[config.mk]
export PLATFORM = sky130hd
export DESIGN_NAME = rip_chan
export DESIGN_NICKNAME = d
export VERILOG_FILES = /design/src/hdl/rip_pkg.sv /design/src/hdl/rip_chan.sv
export SDC_FILE = /design/constraint.sdc
export NUM_CORES = 2
export LEC_CHECK = 0
export BUFFER_PORTS_ARGS = -buffer_cell sky130_fd_sc_hd__buf_2
export CORE_MARGIN = 4
export CORE_UTILIZATION = 60
export CTS_CLUSTER_DIAMETER = 100
export DETAILED_ROUTE_END_ITERATION = 12
export PLACE_DENSITY = 0.8
export SYNTH_ARGS = -nofsm -noshare
export SYNTH_HDL_FRONTEND = slang
export SYNTH_SLANG_ARGS = --single-unit
[constraint.sdc]
create_clock -name clk -period 10.45 [get_ports clk]
set_clock_uncertainty 0.2 [all_clocks]
set_input_delay 2.09 -clock clk [delete_from_list [all_inputs] [get_ports clk]]
set_output_delay 2.09 -clock clk [all_outputs]
set_load 0.01 [all_outputs]
[src/hdl/rip_pkg.sv]
// rip_pkg: shared constants, register codes and types for rgb_invert_posterize
// no dependencies; used by rip_pipe_ctrl, rip_chan and rgb_invert_posterize
package rip_pkg;

  // channel arithmetic width and port field width
  localparam int CHAN_W  = 16;
  localparam int FIELD_W = 16;

  // configuration register widths
  localparam int MAXV_W  = 16;
  localparam int LEVEL_W = 9;
  localparam int CFG_W   = 16;
  localparam int INDEX_W = 2;

  // posterize step count (levels minus one) fits in this many bits
  localparam int STEP_W  = 8;

  // numerator 2*c*steps + mx and product v*mx
  localparam int NUM_W   = CHAN_W + STEP_W + 2;
  localparam int PROD_W  = CHAN_W + STEP_W;

  // level count limits
  localparam logic [LEVEL_W-1:0] LEVEL_MIN = LEVEL_W'(2);
  localparam logic [LEVEL_W-1:0] LEVEL_MAX = LEVEL_W'(256);

  // pipeline stage map
  localparam int ST_IN   = 0;                  // clamp and invert
  localparam int ST_NUM  = 1;                  // rounding numerator
  localparam int ST_DIV1 = 2;                  // level quotient, one bit per stage
  localparam int ST_MUL  = ST_DIV1 + STEP_W;   // level times max value
  localparam int ST_DIV2 = ST_MUL + 1;         // output quotient, one bit per stage
  localparam int NUM_STG = ST_DIV2 + CHAN_W;

  // register indexes
  localparam logic [INDEX_W-1:0] REG_MAX_VALUE   = INDEX_W'(0);
  localparam logic [INDEX_W-1:0] REG_LEVEL_COUNT = INDEX_W'(1);
  localparam logic [INDEX_W-1:0] REG_OP_MODE     = INDEX_W'(2);

  // operation codes
  localparam logic MODE_INVERT    = 1'b0;
  localparam logic MODE_POSTERIZE = 1'b1;

  // settings seen by every channel datapath
  typedef struct packed {
    logic [CHAN_W-1:0] mx;
    logic [STEP_W-1:0] steps;
    logic              mode;
  } cfg_t;

endpackage

[src/hdl/rip_chan.sv]
// rip_chan: datapath of one color channel, clamp, invert and posterize
// two restoring dividers, one quotient bit per stage; depends on rip_pkg
module rip_chan (
  input  logic                        clk,
  input  logic [rip_pkg::NUM_STG-1:0] en,
  input  rip_pkg::cfg_t               cfg,
  input  logic [rip_pkg::FIELD_W-1:0] sample,
  output logic [rip_pkg::FIELD_W-1:0] result
);

  localparam int LAST = rip_pkg::NUM_STG - 1;

  logic [rip_pkg::CHAN_W-1:0] inv_q [rip_pkg::NUM_STG];
  logic [rip_pkg::CHAN_W-1:0] clamp_q;
  logic [rip_pkg::NUM_W-1:0]  num_q;
  logic [rip_pkg::NUM_W-1:0]  rem1 [rip_pkg::STEP_W];
  logic [rip_pkg::STEP_W-1:0] quo1 [rip_pkg::STEP_W];
  logic [rip_pkg::PROD_W-1:0] prod_q;
  logic [rip_pkg::PROD_W-1:0] rem2 [rip_pkg::CHAN_W];
  logic [rip_pkg::CHAN_W-1:0] quo2 [rip_pkg::CHAN_W];

  logic [rip_pkg::CHAN_W-1:0] c_in;
  logic [rip_pkg::CHAN_W-1:0] c_clamp;

  // clamp to max value, invert
  assign c_in    = sample[rip_pkg::CHAN_W-1:0];
  assign c_clamp = (c_in > cfg.mx) ? cfg.mx : c_in;

  always_ff @(posedge clk) begin
    if (en[rip_pkg::ST_IN]) begin
      clamp_q                <= c_clamp;
      inv_q[rip_pkg::ST_IN]  <= cfg.mx - c_clamp;
    end
  end

  // inverted value rides along to the end
  for (genvar s = 1; s < rip_pkg::NUM_STG; s++) begin : g_inv
    always_ff @(posedge clk) begin
      if (en[s]) begin
        inv_q[s] <= inv_q[s-1];
      end
    end
  end

  // rounding numerator 2*c*steps + mx
  always_ff @(posedge clk) begin
    if (en[rip_pkg::ST_NUM]) begin
      num_q <= ((rip_pkg::NUM_W'(clamp_q) * rip_pkg::NUM_W'(cfg.steps)) << 1)
               + rip_pkg::NUM_W'(cfg.mx);
    end
  end

  // level = numerator / (2*mx), msb first
  for (genvar j = 0; j < rip_pkg::STEP_W; j++) begin : g_div1
    localparam int K = rip_pkg::STEP_W - 1 - j;
    logic [rip_pkg::NUM_W-1:0]  rp;
    logic [rip_pkg::STEP_W-1:0] qp;
    logic [rip_pkg::NUM_W-1:0]  dsh;

    if (j == 0) begin : g_first
      assign rp = num_q;
      assign qp = '0;
    end else begin : g_rest
      assign rp = rem1[j-1];
      assign qp = quo1[j-1];
    end

    assign dsh = rip_pkg::NUM_W'({cfg.mx, 1'b0}) << K;

    always_ff @(posedge clk) begin
      if (en[rip_pkg::ST_DIV1 + j]) begin
        if (rp >= dsh) begin
          rem1[j] <= rp - dsh;
          quo1[j] <= qp | (rip_pkg::STEP_W'(1) << K);
        end else begin
          rem1[j] <= rp;
          quo1[j] <= qp;
        end
      end
    end
  end

  // level times max value
  always_ff @(posedge clk) begin
    if (en[rip_pkg::ST_MUL]) begin
      prod_q <= rip_pkg::PROD_W'(quo1[rip_pkg::STEP_W-1]) * rip_pkg::PROD_W'(cfg.mx);
    end
  end

  // output = product / steps, msb first
  for (genvar j = 0; j < rip_pkg::CHAN_W; j++) begin : g_div2
    localparam int K = rip_pkg::CHAN_W - 1 - j;
    logic [rip_pkg::PROD_W-1:0] rp;
    logic [rip_pkg::CHAN_W-1:0] qp;
    logic [rip_pkg::PROD_W-1:0] dsh;

    if (j == 0) begin : g_first
      assign rp = prod_q;
      assign qp = '0;
    end else begin : g_rest
      assign rp = rem2[j-1];
      assign qp = quo2[j-1];
    end

    assign dsh = rip_pkg::PROD_W'(cfg.steps) << K;

    always_ff @(posedge clk) begin
      if (en[rip_pkg::ST_DIV2 + j]) begin
        if (rp >= dsh) begin
          rem2[j] <= rp - dsh;
          quo2[j] <= qp | (rip_pkg::CHAN_W'(1) << K);
        end else begin
          rem2[j] <= rp;
          quo2[j] <= qp;
        end
      end
    end
  end

  // select by mode
  assign result = (cfg.mode == rip_pkg::MODE_POSTERIZE)
                ? rip_pkg::FIELD_W'(quo2[rip_pkg::CHAN_W-1])
                : rip_pkg::FIELD_W'(inv_q[LAST]);

endmodule

==> key figures <==
Setup path
  • Critical-path maximum fanout: 17
  • Cell mode on critical path: fa_1
  • CP max-delay cell: fa_1
  • Delay-heaviest family, CP: adder cells
  • Required @ worst endpoint: 10.71 ns
  • Critical path, cell by cell: buf_2 -> nand2_1 -> fa_1 -> fa_1 -> inv_1 -> fa_1 -> inv_1 -> fa_1 -> inv_1 -> ha_1 -> a21o_1 -> a221oi_2 -> o21ai_0 -> xor2_1 -> ha_1 -> and3_1 -> a21oi_1 -> a31oi_1 -> a21oi_1 -> nor3_2 -> nand3_1 -> xnor2_1
  • CP Capture Type: flop
  • CP Class: in -> reg
  • Worst path arrival time: 7.60 ns
  • Worst setup SP type: input port
  • Max incr delay on CP: 0.56 ns
  • Crit path buf inv count: 4

Placed design
  • IO buf count: 84
  • Placement Setup Slack: 2.39 ns
  • Placer Congestion: 0.867
  • Inst Count DP: 6212
  • Dpl hpwl: 89900 µm

Clock tree
  • Post-CTS sizing: 0
  • Hold buffers post-CTS: 0
  • TritonCTS buffer count: 115
  • CTS H-tree lvls: 3
  • CTS Sinks: 1212
  • CTS tree: yes
  • Worst-path clk slew: 0.06 ns
  • Later-pin clock latency in the skew report: 0.72 ns
  • Clock buffer depth: 3
  • Setup repair bufs after CTS: 0
  • CTS root buf: clkbuf_16

STA
  • Setup WS post-layout: 3.11 ns
  • Fin Hold WS: 0.193 ns
  • Final Max Slew Viols: 0
  • RSZ-0062 raised after global routing: no
  • Worst-Margin Slew: 1.18 ns
  • Hold Vio Cnt, Final: 0
  • Achievable Freq: 136 MHz
  • Sum of negative setup slack: 0 ns
  • Period utilization: 0.702
  • Relative slew slack: 0.213
  • Tmin final: 7.34 ns
  • Final-report setup violation count: 0

Power
  • NetSw: 6550 µW
  • Switching part of the total: 0.345
  • Max VDD drop: 417 µV
  • Clk pwr share: 0.222
  • PD cells: 277 mW/mm²
  • Seq pwr share: 0.392
  • Internal: 12400 µW
  • Comb pwr share: 0.386
  • Leak Pwr: 0.0265 µW

GRT
  • Gr usage total: 0.228
  • Vias in the first global route: 38165
  • Largest net degree at the start of global routing: 57
  • Antenna violations before repair: 3
  • Global-route wire length before repair: 197000 µm
  • Gr ovfl total: 0

Synthesis
  • Area of the mapped netlist: 0.0627 mm²
  • Synthesized instance count: 4814
  • Most frequently used flop master after synthesis: edfxtp_1
  • Register area share after synthesis: 0.581
  • Async set-reset flop share out of synthesis: 0
  • EDFF count, synth: 1212
  • Mapped Avg Cell Area: 13.0 µm²
  • Count of unique library cells instantiated by Yosys: 80
  • Syn Nets: 5467
  • Yosys Warn Count: 0
  • FF+latch count, synth: 1212

Cells and area
  • Layout area overhead: 9.52%
  • Multi-input gate area: 0.0246 mm²
  • FF/Latch Area: 0.0364 mm²
  • Layout cell share with drive strength beyond 1: 0.0719
  • Final Net Count: 5602
  • Layout filler cell count: 7174
  • Non-Filler Instances: 6429

Floorplanning
  • Die width: 331 µm
  • Core area: 0.104 mm²
  • Cell Rows: 118
  • Die Area: 0.110 mm²
  • Initial core utilization: 0.604
  • Die height: 331 µm
  • Io pins: 85

Route
  • Vias: 37257
  • First-pass iteration count of the detailed router: 6
  • Initial drt markers: 2553
  • DR vias/cell: 5.80
  • DRC violations left: 0
  • Routed WL: 125000 µm
  • ANT nets after route: 0
  • WL/cell: 19.4 µm

Flow run
  • Max-cap viol count: 0

Status
  • Status: finished clean

Hold path
  • Worst Hold Class: reg -> reg
cells by family (layout without fill, tap and decap cells):
logic type,count (synthesis),in the layout,synth area share
buf+inv,448,682,0.0270
fa+ha+maj,584,584,0.140
simple gates,1327,1327,0.110
xor+xnor,373,373,0.0521
other cells,0,1,0
compound gates,797,797,0.0782
mux,73,73,0.0124
flops,1212,1212,0.581
stage by stage:
| stage | total power [µW] | instance area [µm²] | utilization |
|---|---|---|---|
| floorplan | 13000 | 62700 | - |
| global placement | 14500 | 64700 | 0.624 |
| detailed placement | 14800 | 64700 | 0.624 |
| CTS | 19100 | 68600 | 0.662 |
| global route | 20300 | 68600 | 0.662 |
| finish | 19000 | 68600 | 0.662 |
state kept, by name, indices dropped and copies added, names as in the netlist:
register / count
rem2: 360
inv_q: 432
rem1: 182
quo2: 136
g_div1.rp: 26
clamp_q: 16
g_div2.rp: 24
quo1: 36
cell type report:
type / count / share of cell area
Tap cell: 1380 / 0.0252
Clock inverter: 74 / 0.0130
Timing Repair Buffer: 124 / 0.0105
Antenna cell: 1 / 0.0000365
Clock buffer: 142 / 0.0437
Multi-Input combinational cell: 3154 / 0.358
Sequential cell: 1212 / 0.530
Inverter: 342 / 0.0187
worst paths after layout:
| kind | startpoint | endpoint | slack (ns) | cells after the start |
|---|---|---|---|---|
| max | cfg[8] | g_div1[0].rp[23] | 3.11 | 22 |
| min | inv_q[0][177] | inv_q[0][193] | 0.19 | 0 |
| max reg2reg | clamp_q[1] | g_div1[0].rp[23] | 4.17 | 20 |
| min reg2reg | inv_q[0][177] | inv_q[0][193] | 0.19 | 0 |
synth_stat cells, types with 84 or more instances:
| cell | count | area (µm²) |
|---|---|---|
| a21o_1 | 129 | 968 |
| a21oi_1 | 226 | 1130 |
| and2_1 | 184 | 1150 |
| clkbuf_1 | 94 | 353 |
| edfxtp_1 | 1212 | 36400 |
| fa_1 | 192 | 3840 |
| ha_1 | 392 | 4900 |
| inv_1 | 337 | 1260 |
| nand2_1 | 355 | 1330 |
| nor2_1 | 241 | 905 |
| nor3_1 | 84 | 420 |
| o21ai_0 | 174 | 871 |
| xnor2_1 | 214 | 1870 |
| xor2_1 | 159 | 1390 |
placed cells by master, fill, tap and decap left out, types with 28 or more instances in the layout:
master	count
ha_1	392
o21bai_1	28
nand2b_1	83
fa_1	192
nand4_1	47
nor2b_1	75
or3_1	36
o21a_1	33
nand2_1	355
nor4_1	51
nor3_1	84
nor2_1	241
and2_1	184
xnor2_1	214
buf_4	40
inv_1	337
a21o_1	129
mux2_2	31
edfxtp_1	1212
a21oi_1	225
nand3_1	52
o21ai_0	174
buf_2	84
o21ai_1	69
clkbuf_16	116
xor2_1	159
mux2i_1	34
power by group through the flow:
stage / registers (µW) / clock network (µW) / logic (µW)
global placement: 7480 / 0 / 7030
CTS: 7440 / 4290 / 7340
finish: 7450 / 4220 / 7330
floorplan: 7240 / 0 / 5760
global route: 7520 / 4510 / 8260
detailed placement: 7520 / 0 / 7250
routing by layer:
layer  global-route usage  share of wire  vias up
met5                    0              0        -
met4                0.110          0.051        0
met2                0.417           0.52     1088
met1                0.264           0.38    18147
li1                     -              -    17703
met3               0.0332          0.050      319
worst register-to-register path: stages (launching register included):
cell	delay (ns)
edfxtp_1	0.57
and2_1	0.27
fa_1	0.51
fa_1	0.54
fa_1	0.55
inv_1	0.06
fa_1	0.53
inv_1	0.04
ha_1	0.36
and3_1	0.19
a221oi_2	0.35
o21ai_0	0.17
xor2_1	0.17
ha_1	0.37
and3_1	0.17
a21oi_1	0.05
a31oi_1	0.33
a21oi_1	0.14
nor3_2	0.20
nand3_1	0.12
xnor2_1	0.14
No activity file was read; power rests on OpenSTA's default activity.
