--- src/hdl/rip_pkg.sv ---
// rip_pkg: shared constants, register codes and types for rgb_invert_posterize
// no dependencies; used by rip_pipe_ctrl, rip_chan and rgb_invert_posterize
package rip_pkg;

  // channel arithmetic width and port field width
  localparam int CHAN_W  = 16;
  localparam int FIELD_W = 16;

  // configuration register widths
  localparam int MAXV_W  = 16;
  localparam int LEVEL_W = 9;
  localparam int CFG_W   = 16;
  localparam int INDEX_W = 2;

  // posterize step count (levels minus one) fits in this many bits
  localparam int STEP_W  = 8;

  // numerator 2*c*steps + mx and product v*mx
  localparam int NUM_W   = CHAN_W + STEP_W + 2;
  localparam int PROD_W  = CHAN_W + STEP_W;

  // level count limits
  localparam logic [LEVEL_W-1:0] LEVEL_MIN = LEVEL_W'(2);
  localparam logic [LEVEL_W-1:0] LEVEL_MAX = LEVEL_W'(256);

  // pipeline stage map
  localparam int ST_IN   = 0;                  // clamp and invert
  localparam int ST_NUM  = 1;                  // rounding numerator
  localparam int ST_DIV1 = 2;                  // level quotient, one bit per stage
  localparam int ST_MUL  = ST_DIV1 + STEP_W;   // level times max value
  localparam int ST_DIV2 = ST_MUL + 1;         // output quotient, one bit per stage
  localparam int NUM_STG = ST_DIV2 + CHAN_W;

  // register indexes
  localparam logic [INDEX_W-1:0] REG_MAX_VALUE   = INDEX_W'(0);
  localparam logic [INDEX_W-1:0] REG_LEVEL_COUNT = INDEX_W'(1);
  localparam logic [INDEX_W-1:0] REG_OP_MODE     = INDEX_W'(2);

  // operation codes
  localparam logic MODE_INVERT    = 1'b0;
  localparam logic MODE_POSTERIZE = 1'b1;

  // settings seen by every channel datapath
  typedef struct packed {
    logic [CHAN_W-1:0] mx;
    logic [STEP_W-1:0] steps;
    logic              mode;
  } cfg_t;

endpackage

--- src/hdl/rip_pipe_ctrl.sv ---
// rip_pipe_ctrl: valid bits and per-stage load enables of the pixel pipeline
// depends on rip_pkg
module rip_pipe_ctrl (
  input  logic                        clk,
  input  logic                        rst,
  input  logic                        in_valid,
  output logic                        in_stall,
  output logic                        out_valid,
  input  logic                        out_stall,
  output logic [rip_pkg::NUM_STG-1:0] en
);

  logic [rip_pkg::NUM_STG-1:0] vld;
  logic [rip_pkg::NUM_STG:0]   rdy;
  logic [rip_pkg::NUM_STG-1:0] feed;

  // a stage can take an item when empty or when its item moves on
  assign rdy[rip_pkg::NUM_STG] = !out_stall;

  for (genvar s = 0; s < rip_pkg::NUM_STG; s++) begin : g_stage
    assign rdy[s] = !vld[s] || rdy[s+1];

    if (s == 0) begin : g_first
      assign feed[s] = in_valid;
    end else begin : g_rest
      assign feed[s] = vld[s-1];
    end

    assign en[s] = rdy[s] && feed[s];

    // valid bit travels with the data
    always_ff @(posedge clk) begin
      if (rst) begin
        vld[s] <= 1'b0;
      end else if (rdy[s]) begin
        vld[s] <= feed[s];
      end
    end
  end

  assign in_stall  = !rdy[0];
  assign out_valid = vld[rip_pkg::NUM_STG-1];

endmodule

--- config.mk ---
export PLATFORM = sky130hd
export DESIGN_NAME = rip_pipe_ctrl
export DESIGN_NICKNAME = d
export VERILOG_FILES = /design/src/hdl/rip_pkg.sv /design/src/hdl/rip_pipe_ctrl.sv
export SDC_FILE = /design/constraint.sdc
export NUM_CORES = 1
export LEC_CHECK = 0
export CORE_UTILIZATION = 69
export CTS_BUF_LIST = sky130_fd_sc_hd__clkbuf_8
export DETAILED_ROUTE_END_ITERATION = 8
export DONT_BUFFER_PORTS = 1
export PLACE_DENSITY_LB_ADDON = 0.12
export SYNTH_ARGS = -nofsm -noshare
export SYNTH_HDL_FRONTEND = slang
export SYNTH_SLANG_ARGS = --single-unit
--- constraint.sdc ---
create_clock -name clk -period 3.2 [get_ports clk]
set_clock_uncertainty 0.05 [all_clocks]
set_input_delay 0.64 -clock clk [delete_from_list [all_inputs] [get_ports clk]]
set_output_delay 0.64 -clock clk [all_outputs]
set_load 0.02 [all_outputs]
==> reports/metrics.yaml, run 1 <==
worst_setup_path:
  path_class: "reg -> out"
  regToRegStartpoint: "out_valid"
  cp-start-kind: "flip-flop"
  r2r_cells: 5
  worst_path_max_delay_cell: "dfxtp_1"
  r2r_slack_ns: 1.25
  crit_required_ns: 2.51
  setup.worst_path.end: "en[10]"
  critPathLaunch: "out_valid"
  timing.rr.end: "feed[9]"
  crit_path_cell_trace: "nand4_2 -> nor4_4 -> buf_4 -> nand2_1 -> o21a_1"
  cp.arrival_ns: 2.10
  slowest_delay_ns: 0.52
  crit_fanout: 22
  end_kind: "output pin"
floorplanning:
  rows: 15
  ios: 33
  die_width_um: 44.8
  die_h_um: 44.8
  die-area_um2: 2010
  core_area_um2: 1730
  start_util_pct: 73.3
logic_synthesis:
  synth.most_common_cell: "dfxtp_1"
  synth_top_cells_by_area: "dfxtp_1, a21oi_1, nor2_1, o21a_1, inv_1"
  synthArstFlopShare_pct: 0
  ys_types: 35
  synth_flop_cell: "dfxtp_1"
  ys_top_cells_by_count: "dfxtp_1, a21oi_1, nor2_1, inv_1, nand2_1"
  yosysSeqAreaShare_pct: 42.7
  synthCells: 151
  synth_top_area_share_pct: 42.7
  syn_nets: 155
  yosys_warnings: 0
  syn_avg_cell_area_um2: 8.39
  ys_ff_latch: 27
  yosysTopAreaCell: "dfxtp_1"
  synth_edf_count: 0
  synth_area_um2: 1270
sta:
  fmaxAchievable_mhz: 359
  worst_pin_slew_ns: 0.666
  slew_violations: 0
  relSlewSlack_pct: 55.2
  period_share_pct: 87.2
  grt_setup_unrepaired: "no"
  setup_tns_ns: 0
  setup_violations: 0
  post-route-min-period_ns: 2.79
  hold_viol: 0
route:
  avgRoutedWirePerCell_um: 13.7
  ant_nets: 0
  route.detailed.drc: 0
  viasPerCell: 6.09
  wirelength_um: 2430
  dr.pass1.iters: 4
  vias: 1084
  drt_iter0_markers: 29
global_routing:
  antenna_found_initial: 0
  grt-ovfl-total: 0
  track_usage_pct: 26.4
  grt_pass1_wl_um: 3930
  grt_max_degree: 32
  grt_pass1_vias: 957
cells_and_area:
  areaGrowthSynthToFinish_pct: 5.93
  fin_nets: 158
  layout-drive-gt1-share_pct: 10.5
  diodes: 0
  multi_input_area_um2: 657
  seqCellArea_um2: 541
  nFillCells: 131
pwr:
  cell_internal_pwr_uw: 427
  leakage_uw: 0.000453
  ir_drop_v: 0.000300
  total_power_uw: 533
  swShare_pct: 19.8
  p_sw_uw: 105
  seqPwrFrac_pct: 63.7
  clockPowerShare_pct: 34.4
  power_density_nw_per_um2: 397
  comb_power_share_pct: 1.9
clock_network:
  post_cts_resized: 0
  clkTransAtPathRegs_ns: 0.09
  numClockSinks: 27
  holdBufCountCts: 0
  htree_levels: 1
  clk_latency_ns: 0.26
  clock_path_buffers: 2
  cts_made_buffers: 3
  cts_tree: "done"
  post-cts-setup-buffers: 0
  clock-root-buffer: "clkbuf_8"
place:
  place.gp.congestion: 0.791
  dpl.hpwl_um: 1740
  port_buffers: 0
job:
  maxCapViolations: 0
status:
  outcome: "finished, final reports clean"
min_path:
  hold_class: "in -> reg"
power by group through the flow:
stage / Clock [µW] / Sequential, µW / Combinational [µW]
6_report: 183 / 339 / 10.2
4_1_cts: 186 / 339 / 10.2
3_5_place_dp: 0 / 347 / 10.1
3_3_place_gp: 0 / 347 / 9.95
2_1_floorplan: 0 / 347 / 14.0
5_1_grt: 203 / 340 / 10.8
through the flow:
| stage | setup slack [ns] | hold slack (ns) | util [%] | std cells | instance area [µm²] |
|---|---|---|---|---|---|
| finish | 0.411 | 0.381 | 77.7 | 178 | 1340 |
| global route | 0.247 | 0.366 | 77.7 | 178 | 1340 |
| detailed placement | 0.634 | 0.413 | 75.1 | 174 | 1300 |
| global placement | 0.673 | 0.389 | 75.1 | 174 | 1300 |
| floorplan | 0.611 | 0.384 | - | 151 | 1270 |
| CTS | 0.422 | 0.380 | 77.7 | 178 | 1340 |
worst min-delay path by stage:
stage / from / endpoint / slack, ns / depth (start not counted)
after detailed placement: feed[25] / feed[26] / 0.41 / 2
after global placement: feed[18] / feed[19] / 0.39 / 2
after CTS: rst / feed[8] / 0.38 / 1
final: rst / feed[8] / 0.38 / 1
after floorplan: feed[18] / feed[19] / 0.38 / 2
after global routing: rst / feed[25] / 0.37 / 1
flip-flops by register name, indices dropped and copies added (netlist names):
signal,flops
feed,26
out_valid,1
area by class of cell:
class / instances / share of cell area, %
clock buffers: 3 / 3.08
flip-flops and latches: 27 / 40.3
well taps: 25 / 2.33
inverters: 12 / 3.36
clock inverters: 1 / 0.280
multi-input cells: 107 / 49.0
repair buffers: 3 / 1.68
cell families after synthesis:
family                 Yosys count  synth area share [%]
AOI/OAI and AO/OA               45                  24.3
buffers and inverters           17                  5.43
DFF                             27                  42.7
and+or+nand+nor                 62                  27.6
cells in the final DEF (no fill, tap or decap), types with 4 or more instances in the layout:
cell type,instances
a21boi_0,4
a21oi_1,18
a31oi_1,6
dfxtp_1,27
inv_1,13
nand2_1,11
nand3_1,8
nor2_1,18
o21a_1,7
routing by layer:
layer  vias to the layer above  part of all wire (%)  global-route usage [%]
met1                       513                    43                    31.2
met5                         -                     0                       0
met2                        32                    52                    47.6
met3                         2                   4.8                    4.80
li1                        537                     -                       -
met4                         0                  0.33                    9.09
worst max-delay path: cells and delay by family (launching register included):
family                 cells  cell delay (ns)
AO/OA/AOI/OAI              1             0.29
buffers and inverters      1             0.27
flip-flops                 1             0.52
AND/OR/NAND/NOR            3             0.75
Power figures use the tool's default switching activity.
==> run 2: changes to the inputs <==
CAP_MARGIN = 15   (was not set)
CORE_UTILIZATION = 64   (was 69)
clock period = 3.1 ns   (was 3.2 ns; I/O delays follow)
==> reports/metrics.yaml, run 2 (same netlist as run 1, synthesis figures left out) <==
sta:
  setup_tns_ns: 0  # unchanged
  relSlewSlack_pct: 54.6  # was 55.2%
  slew_violations: 0  # unchanged
  fmaxAchievable_mhz: 358
  post-route-min-period_ns: 2.79
  setup_violations: 0  # unchanged
  grt_setup_unrepaired: "no"  # unchanged
  hold_viol: 0  # unchanged
  period_share_pct: 90.1
  worst_pin_slew_ns: 0.675  # was 0.666 ns
floorplanning:
  start_util_pct: 71.0  # was 73.3%
  die_h_um: 46.5  # was 44.8 µm
  core_area_um2: 1780  # was 1730 µm²
  die-area_um2: 2160  # was 2010 µm²
  rows: 15  # unchanged
  die_width_um: 46.5  # was 44.8 µm
  ios: 33  # unchanged
worst_setup_path:
  crit_required_ns: 2.43  # was 2.51 ns
  cp.arrival_ns: 2.12  # was 2.10 ns
  crit_fanout: 22  # unchanged
  worst_path_max_delay_cell: "dfxtp_1"  # unchanged
  path_class: "reg -> out"  # unchanged
  crit_cells: 5  # unchanged
  cp-start-kind: "flip-flop"  # unchanged
  crit_path_cell_trace: "nand4_2 -> nor4_4 -> buf_4 -> nand2_1 -> o21a_1"  # unchanged
  r2r_cells: 5  # unchanged
  cp_top_family: "simple AND/OR/NAND/NOR gates"  # unchanged
  slowest_delay_ns: 0.51  # was 0.52 ns
  end_kind: "output pin"  # unchanged
  critPathBufInv: 1  # unchanged
clock_network:
  post-cts-setup-buffers: 0  # unchanged
  holdBufCountCts: 0  # unchanged
  numClockSinks: 27  # unchanged
  clk_latency_ns: 0.27  # was 0.26 ns
  cts_tree: "done"  # unchanged
  htree_levels: 1  # unchanged
  clock_path_buffers: 2  # unchanged
  clock-root-buffer: "clkbuf_8"  # unchanged
  post_cts_resized: 0  # unchanged
  clkTransAtPathRegs_ns: 0.09  # about the same
  cts_made_buffers: 3  # unchanged
route:
  route.detailed.drc: 0  # unchanged
  vias: 1100  # was 1084
  routed-wl-met2_um: 1250  # was 1260 µm
  drt_iter0_markers: 17  # was 29
  viasPerCell: 6.18  # was 6.09
  highest_layer: "met4"  # unchanged
  wirelength_um: 2530  # was 2430 µm
  wl_met3_um: 94  # was 116 µm
  ant_nets: 0  # unchanged
  dr.pass1.iters: 4  # unchanged
  avgRoutedWirePerCell_um: 14.2  # was 13.7 µm
  met1_length_um: 1110  # was 1040 µm
global_routing:
  antenna_found_initial: 0  # unchanged
  grt_max_degree: 32  # unchanged
  grt-ovfl-total: 0  # unchanged
  grt_pass1_vias: 909  # was 957
  track_usage_pct: 25.1  # was 26.4%
  grt_pass1_wl_um: 3780  # was 3930 µm
place:
  port_buffers: 0  # unchanged
  dpl.hpwl_um: 1760  # was 1740 µm
  place.gp.congestion: 0.723  # was 0.791
  dpl_cell_area_um2: 1300  # unchanged
cells_and_area:
  final_area_um2: 1340  # about the same
  diodes: 0  # unchanged
  nFillCells: 121  # was 131
  final_cell_mix: "dfxtp_1, nor2_1, a21oi_1"  # unchanged
  fin_nets: 158  # unchanged
  areaGrowthSynthToFinish_pct: 6.03  # was 5.93%
  largest_reg_flops: 26  # unchanged
  final_util_pct: 75.3  # was 77.7%
  layout-drive-gt1-share_pct: 11.1  # was 10.5%
  mostFrequentLayoutCell: "dfxtp_1"  # unchanged
status:
  outcome: "finished, final reports clean"  # unchanged
pwr:
  ir_drop_v: 0.000476  # was 0.000300 V
  total_power_uw: 556  # was 533 µW
  leakage_uw: 0.000452  # was 0.000453 µW
  power_density_nw_per_um2: 414  # was 397 nW/µm²
job:
  maxCapViolations: 0  # unchanged
min_path:
  holdPathStages: 1  # unchanged
  hold_class: "in -> reg"  # unchanged
## run 2: where the power goes
part	switching, µW	leakage (µW)	internal, µW
clock	106	0.0000255	90.1
combinational	6.58	0.000209	3.91
sequential	1.40	0.000218	349
total	114	0.000452	443
## run 2: cell type report
cell class,instances,area (µm²),area share (%)
multi-input combinational,107,657,48.9
clock inverter,1,5.00,0.373
clock buffer,3,41.3,3.08
inverter,12,45.0,3.36
timing repair buffer,3,22.5,1.68
tap,25,31.3,2.33
sequential,27,541,40.3
## run 2: worst paths after layout
path	startpoint	endpoint	slack [ns]
worst max-delay path	out_valid	en[11]	0.31
worst min-delay path	rst	feed[8]	0.35
worst max register to register	out_valid	feed[9]	1.12
worst min register to register	feed[18]	feed[19]	0.41
## run 2: worst reg2reg max path, cell delays in order, from the launching register on
cell and delay, ns:
dfxtp_1 0.51, nand4_2 0.26, nor4_4 0.32, buf_4 0.28, nand2_1 0.19, o32ai_2 0.29
## run 2: routing by layer
| layer | track usage [%] | vias to the layer above |
|---|---|---|
| li1 | - | 542 |
| met1 | 28.3 | 515 |
| met2 | 43.3 | 35 |
| met3 | 2.35 | 8 |
| met4 | 17.6 | 0 |
| met5 | 0 | - |
## run 2: stage by stage
step / cells / setup slack [ns] / hold slack [ns]
floorplan: 151 / 0.551 / 0.384
global placement: 174 / 0.614 / 0.390
detailed placement: 174 / 0.549 / 0.404
CTS: 178 / 0.316 / 0.350
global route: 178 / 0.122 / 0.339
finish: 178 / 0.307 / 0.355
